`src/hdl/rwpw_sqrt.sv`:
```
// rwpw_sqrt: pipelined integer square root, one result bit per stage.
// Carries a sideband vector alongside the root. No package dependencies.
module rwpw_sqrt #(
	parameter int COORD_BITS = 12,
	parameter int SIDE_W     = 33
) (
	input  logic                      clk,
	input  logic                      arst_n,
	input  logic                      en,
	input  logic                      in_valid,
	input  logic [2*COORD_BITS+15:0]  in_val,
	input  logic [SIDE_W-1:0]         in_side,
	output logic                      out_valid,
	output logic [COORD_BITS+7:0]     out_root,
	output logic [SIDE_W-1:0]         out_side
);
	localparam int RB = COORD_BITS + 8;
	localparam int VW = 2 * COORD_BITS + 16;

	logic [VW-1:0]     rem_s   [RB];
	logic [RB-1:0]     root_s  [RB];
	logic              valid_s [RB];
	logic [SIDE_W-1:0] side_s  [RB];

	logic [VW-1:0]     src_rem  [RB];
	logic [RB-1:0]     src_root [RB];
	logic [SIDE_W-1:0] src_side [RB];
	logic [VW:0]       trial    [RB];
	logic [VW-1:0]     nxt_rem  [RB];
	logic [RB-1:0]     nxt_root [RB];

	always_comb begin
		src_rem[0]  = in_val;
		src_root[0] = '0;
		src_side[0] = in_side;
		for (int j = 1; j < RB; j++) begin
			src_rem[j]  = rem_s[j-1];
			src_root[j] = root_s[j-1];
			src_side[j] = side_s[j-1];
		end
		// try setting bit RB-1-j: (q+2^b)^2 - q^2 = q*2^(b+1) + 2^(2b)
		for (int j = 0; j < RB; j++) begin
			trial[j] = ({1'b0, VW'(src_root[j])} << (RB - j))
				+ ((VW+1)'(1) << (2 * (RB - 1 - j)));
			if ({1'b0, src_rem[j]} >= trial[j]) begin
				nxt_rem[j]  = src_rem[j] - trial[j][VW-1:0];
				nxt_root[j] = src_root[j] | (RB'(1) << (RB - 1 - j));
			end else begin
				nxt_rem[j]  = src_rem[j];
				nxt_root[j] = src_root[j];
			end
		end
	end

	always_ff @(posedge clk or negedge arst_n) begin
		if (!arst_n) begin
			for (int j = 0; j < RB; j++) valid_s[j] <= 1'b0;
		end else if (en) begin
			valid_s[0] <= in_valid;
			for (int j = 1; j < RB; j++) valid_s[j] <= valid_s[j-1];
		end
	end

	always_ff @(posedge clk) begin
		if (en) begin
			for (int j = 0; j < RB; j++) begin
				rem_s[j]  <= nxt_rem[j];
				root_s[j] <= nxt_root[j];
				side_s[j] <= src_side[j];
			end
		end
	end

	assign out_valid = valid_s[RB-1];
	assign out_root  = root_s[RB-1];
	assign out_side  = side_s[RB-1];

endmodule

```
`config.mk`:
```
export PLATFORM = sky130hd
export DESIGN_NAME = rwpw_sqrt
export DESIGN_NICKNAME = d
export VERILOG_FILES = /design/src/hdl/rwpw_sqrt.sv
export SDC_FILE = /design/constraint.sdc
export NUM_CORES = 2
export LEC_CHECK = 0
export BUFFER_PORTS_ARGS = -buffer_cell sky130_fd_sc_hd__buf_2
export CORE_UTILIZATION = 60
export CTS_CLUSTER_DIAMETER = 150
export DETAILED_ROUTE_END_ITERATION = 6
export GPL_TIMING_DRIVEN = 1
export PLACE_DENSITY = 0.85
export SETUP_SLACK_MARGIN = 0.05
export SYNTH_ARGS = -nofsm -noshare
export SYNTH_HDL_FRONTEND = slang
export SYNTH_SLANG_ARGS = --single-unit
```
`constraint.sdc`:
```
create_clock -name clk -period 3.4 [get_ports clk]
set_input_delay 0.51 -clock clk [delete_from_list [all_inputs] [get_ports clk]]
set_output_delay 0.51 -clock clk [all_outputs]
set_load 0.03 [all_outputs]
```
== Word-level counts from Yosys, hierarchy flattened ==
Memories as Yosys holds them, arrays and structs flattened.
Index checks and enable logic that the tools add are counted.

* Register bits after elaboration: 20
* Bits in writable memories: 1860
* Input bits: 77
* Output and inout port bits: 54
* Logic and storage cells: 124
* Memories kept: 3

{| class="wikitable"
|+ Memory list
! name !! depth !! bits a word !! rd ports !! clocked after Yosys merged registers in !! wr ports !! RTL line !! RTL
|-
| rem_s || 20 || 40 || 19 || 0 || 20 || 20 || <nowiki>logic [VW-1:0] rem_s [RB];</nowiki>
|-
| side_s || 20 || 33 || 20 || 0 || 20 || 23 || <nowiki>logic [SIDE_W-1:0] side_s [RB];</nowiki>
|-
| root_s || 20 || 20 || 20 || 0 || 20 || 21 || <nowiki>logic [RB-1:0] root_s [RB];</nowiki>
|}

* $add $sub $neg: 39
* Magnitude comparators: 20
* Mux-type cells: 42

{| class="wikitable"
|+ Operators with widths
! operator !! number
|-
| $mux 40 || 20
|-
| $add 39x37->40 const B || 1
|-
| $ge 40x22->1 || 1
|-
| $ge 40x23->1 || 1
|-
| $ge 40x24->1 || 1
|-
| $ge 40x25->1 || 1
|-
| $ge 40x26->1 || 1
|-
| $ge 40x27->1 || 1
|-
| $ge 40x28->1 || 1
|-
| $ge 40x29->1 || 1
|-
| $ge 40x30->1 || 1
|-
| $ge 40x31->1 || 1
|-
| $ge 40x32->1 || 1
|-
| $ge 40x33->1 || 1
|-
| $ge 40x34->1 || 1
|-
| $ge 40x35->1 || 1
|-
| $ge 40x36->1 || 1
|-
| $ge 40x37->1 || 1
|-
| $ge 40x38->1 || 1
|-
| $ge 40x39->1 || 1
|-
| $ge 40x39->1 const B || 1
|-
| $ge 40x40->1 || 1
|-
| $sub 40x22->40 || 1
|-
| $sub 40x23->40 || 1
|-
| 56 further kinds || 58
|}

== Depth between registers and ports, before layout ==
An unclocked memory read counts as a cell.

* Word-level depth: 4
* Mapped depth: 13
* Mapped depth without buffers: 11

== Worst setup path before layout ==
OpenSTA, ideal clock, no wires.

* Path type: register to register
* Start point: memory rem_s[8][27] (netlist bit)
* End point: memory rem_s[9][39] (netlist bit), data pin
* Setup time: 267 ps
* Arrival: 2566 ps
* Data required time: 3133 ps
* Path slack: 567 ps
* Cell stages (with the launch flop): 10
* Buffers on the path: 0
* Period minus slack after synthesis: 2833 ps
* Path through: edfxtp_1 -> ha_1 -> nor4bb_1 -> nand4_1 -> or4_1 -> nand4_1 -> nor2_1 -> or4b_4 -> nor4b_2 -> xor2_1

{| class="wikitable"
|+ RTL lines
! element !! RTL line
|-
| start: declaration || 20
|}

==> flow_metrics.py <==
metrics = {
    "run_status": {
        "status": "complete, no violations",
    },
    "layout": {
        "nNetsFinal": 5005,
        "utilization_pct": 69.12,
        "layout-drive-gt1-share_pct": 11.44,
        "area_growth_pct": 13.51,
        "post-route-cell-area_um2": 75760,
    },
    "global_route": {
        "grtUsageTotal_pct": 20.81,
        "antenna_found_initial": 3,
        "grt_pass1_vias": 37100,
        "grt_start_max_net_pins": 117,
        "grt_pass1_wl_um": 185200,
        "gr-total-overflow": 0,
    },
    "detailed_routing": {
        "wl_um": 115900,
        "via_count": 36070,
        "wl_per_cell_um": 18.35,
        "firstDrtPassIters": 6,
        "antenna_left": 0,
        "drc": 0,
        "drtIter0Drc": 2804,
        "via_per_inst": 5.713,
    },
    "critical_path": {
        "arrival_ns": 3.74,
        "crit_slowest_cell": "nor3b_1",
        "crit_chain": "ha_1 > nor2b_1 > o31ai_1 > a21oi_1 > o21a_1 > or3_1 > nor3b_1 > nand3b_1 > xnor2_1",
        "endpoint_kind": "flip-flop",
        "worst_path_largest_cell_delay_ns": 0.64,
        "timing.rr.start": "rem_s[13][12]",
        "cp_max_fo": 11,
        "critPathLaunchType": "flip-flop",
        "rr_endpoint": "rem_s[14][35]",
        "rr_worst_depth": 9,
        "crit_type": "flip-flop to flip-flop",
        "crit_required_ns": 3.87,
        "reg2reg_slack_ns": 0.13,
    },
    "min_path": {
        "whs_path_depth": 2,
        "holdCritStartpoint": "in_val[38]",
        "hold_path.class": "input port to flip-flop",
        "hold_end": "rem_s[0][38]",
    },
    "clock_network": {
        "path_clk_slew_ns": 0.06,
        "clk_path_buf_depth": 3,
        "cts.sinks": 1650,
        "cts_tree": "done",
        "cts_buffers": 160,
        "cts-root-buf": "clkbuf_16",
        "clock_latency_ns": 0.76,
        "h-tree-depth": 4,
    },
    "synthesis": {
        "synth_async_sr_flop_share_pct": 1.212,
        "ys_top_cells_by_area": "edfxtp_1, ha_1, xnor2_1, xor2_1, a21oi_1",
        "synthTopCellsByCount": "edfxtp_1, inv_1, nor2_1, a21oi_1, ha_1",
        "synth_top_area_share_pct": 73.34,
        "synth_ff_type": "edfxtp_1",
        "ys_seq_area_share_pct": 74.09,
        "ys_warn_count": 0,
        "synth_most_common_cell": "edfxtp_1",
        "syn_nets": 4636,
        "synth-edff-count": 1630,
        "syn_area_per_cell_um2": 15.40,
        "synth.distinct_cells": 91,
        "netlist_area_um2": 66740,
        "synth_top_area_cell": "edfxtp_1",
        "netlist_instances": 4333,
        "ys_ff_latch": 1650,
    },
    "timing": {
        "slew_violations": 0,
        "setup_slack_ns": 0.1329,
        "skew_ns": 0.04283,
        "tightestPinTransition_ns": 1.023,
        "clock.fmax_mhz": 306.1,
        "slew_headroom_pct": 30.01,
        "tns_ns": 0,
        "hold_viol_final": 0,
        "grt_setup_unrepaired": "yes",
        "min_period_ns": 3.267,
        "period_share_pct": 96.09,
        "setup_viol": 0,
    },
    "floorplanning": {
        "row_count": 121,
        "io_pins": 131,
        "start_util_pct": 60.89,
        "die_h_um": 335.5,
        "dieWidth_um": 335.5,
        "die-area_um2": 112600,
        "coreArea_um2": 109600,
    },
    "pwr": {
        "ir_drop_v": 0.0005965,
        "power_density_nw_per_um2": 656.3,
        "p_total_uw": 49720,
        "p_leak_uw": 0.02783,
    },
    "place": {
        "routabilityCongestion": 0.9067,
        "post-place-ws_ns": 0.02208,
        "dp_hpwl_um": 74750,
        "dpl_cell_area_um2": 69700,
        "portBuffers": 130,
    },
    "flow_run": {
        "max_cap_violations": 0,
    },
}
## final cells by class
cell class	count	area [µm²]
timing repair buffer	299	2330
inverter	263	987.2
clock inverter	98	1042
tap	1476	1847
clock buffer	197	4185
fill	6869	33850
antenna	3	7.507
sequential	1650	49450
multi-input combinational	2328	15910
## cells by family after synthesis
group	count (synthesis)	synth area share [%]
buf+inv	355	2.212
simple gates	1070	8.327
fa+ha+maj	226	4.237
xor+xnor	326	4.278
compound gates	655	6.010
flops	1650	74.09
mux	51	0.8511
## worst max-delay path by stage
stage,endpoint,from
3_5_place_dp,rem_s[9][39],rem_s[8][27]
6_report,rem_s[14][35],rem_s[13][12]
4_1_cts,rem_s[9][39],rem_s[8][27]
2_1_floorplan,rem_s[9][39],rem_s[8][27]
3_3_place_gp,rem_s[9][39],rem_s[8][27]
5_1_grt,rem_s[18][37],root_s[4][23]
## layout by cell type, fill, tap and decap left out, types with 20 or more instances in the layout
cell	Yosys	routed
nor2_1	247	247
buf_4	33	79
clkbuf_16	0	162
or4_1	23	22
buf_2	15	129
dlygate4sd3_1	0	73
o21a_1	38	38
nand4_1	53	53
clkinv_1	1	32
a21oi_1	232	231
nor3_1	105	105
or3_1	28	28
o21ai_0	175	174
mux2_2	45	45
xor2_1	146	146
dfrtp_1	20	20
clkbuf_1	38	35
nand2_1	224	224
ha_1	226	224
inv_1	260	260
nor2b_1	38	38
xnor2_1	180	180
nand2b_1	44	44
edfxtp_1	1630	1630
nand3_1	75	75
nor4_1	105	102
clkinv_2	0	27
a21o_1	58	58
## sequential cells by signal, summed over array words and instances (netlist names)
register   flops
rem_s        760
side_s       660
root_s       210
valid_s       19
out_valid      1
## per-stage QoR
| step | hold WS (ns) | std cells |
|---|---|---|
| final | 0.05108 | 6314 |
| after global routing | 0.02086 | 6314 |
| after CTS | 0.0004446 | 6310 |
| after detailed placement | 0.4045 | 5942 |
| after global placement | 0.4000 | 5942 |
| after floorplan | 0.2144 | 4333 |
## per-layer routing
layer	wire length [µm]	up-vias	global-route usage (%)	share of wire, %
li1	-	17130	-	-
met5	0	-	0	0
met1	42320	17440	22.12	37
met3	5155	356	3.621	4.4
met4	5680	0	10.85	4.9
met2	62710	1145	39.09	54
## where the power goes
part           switching [µW]  total, µW  internal (µW)
logic                    3580       6240           2660
registers                1230      26100          24900
clock network            7450      17400           9920
## what timing repair did
action / CTS / global route
pin swaps: 1 / 2
endpoints found under the setup margin: 3 / 24
endpoints found under the hold margin: 92 / 0
hold buffers: 73 / 0
gates cloned: 0 / 0
resized for setup: 3 / 14
buffers inserted: 0 / 1
## critical path, delay by kind of cell (launching register included)
| family | cells | cell delay, ns |
|---|---|---|
| adder cells (fa/ha/maj) | 1 | 0.37 |
| AO/OA/AOI/OAI | 3 | 0.70 |
| flip-flops | 1 | 0.39 |
| XOR/XNOR | 1 | 0.16 |
| AND/OR/NAND/NOR | 4 | 1.38 |
Note: power is estimated with default switching activity, not from simulation.
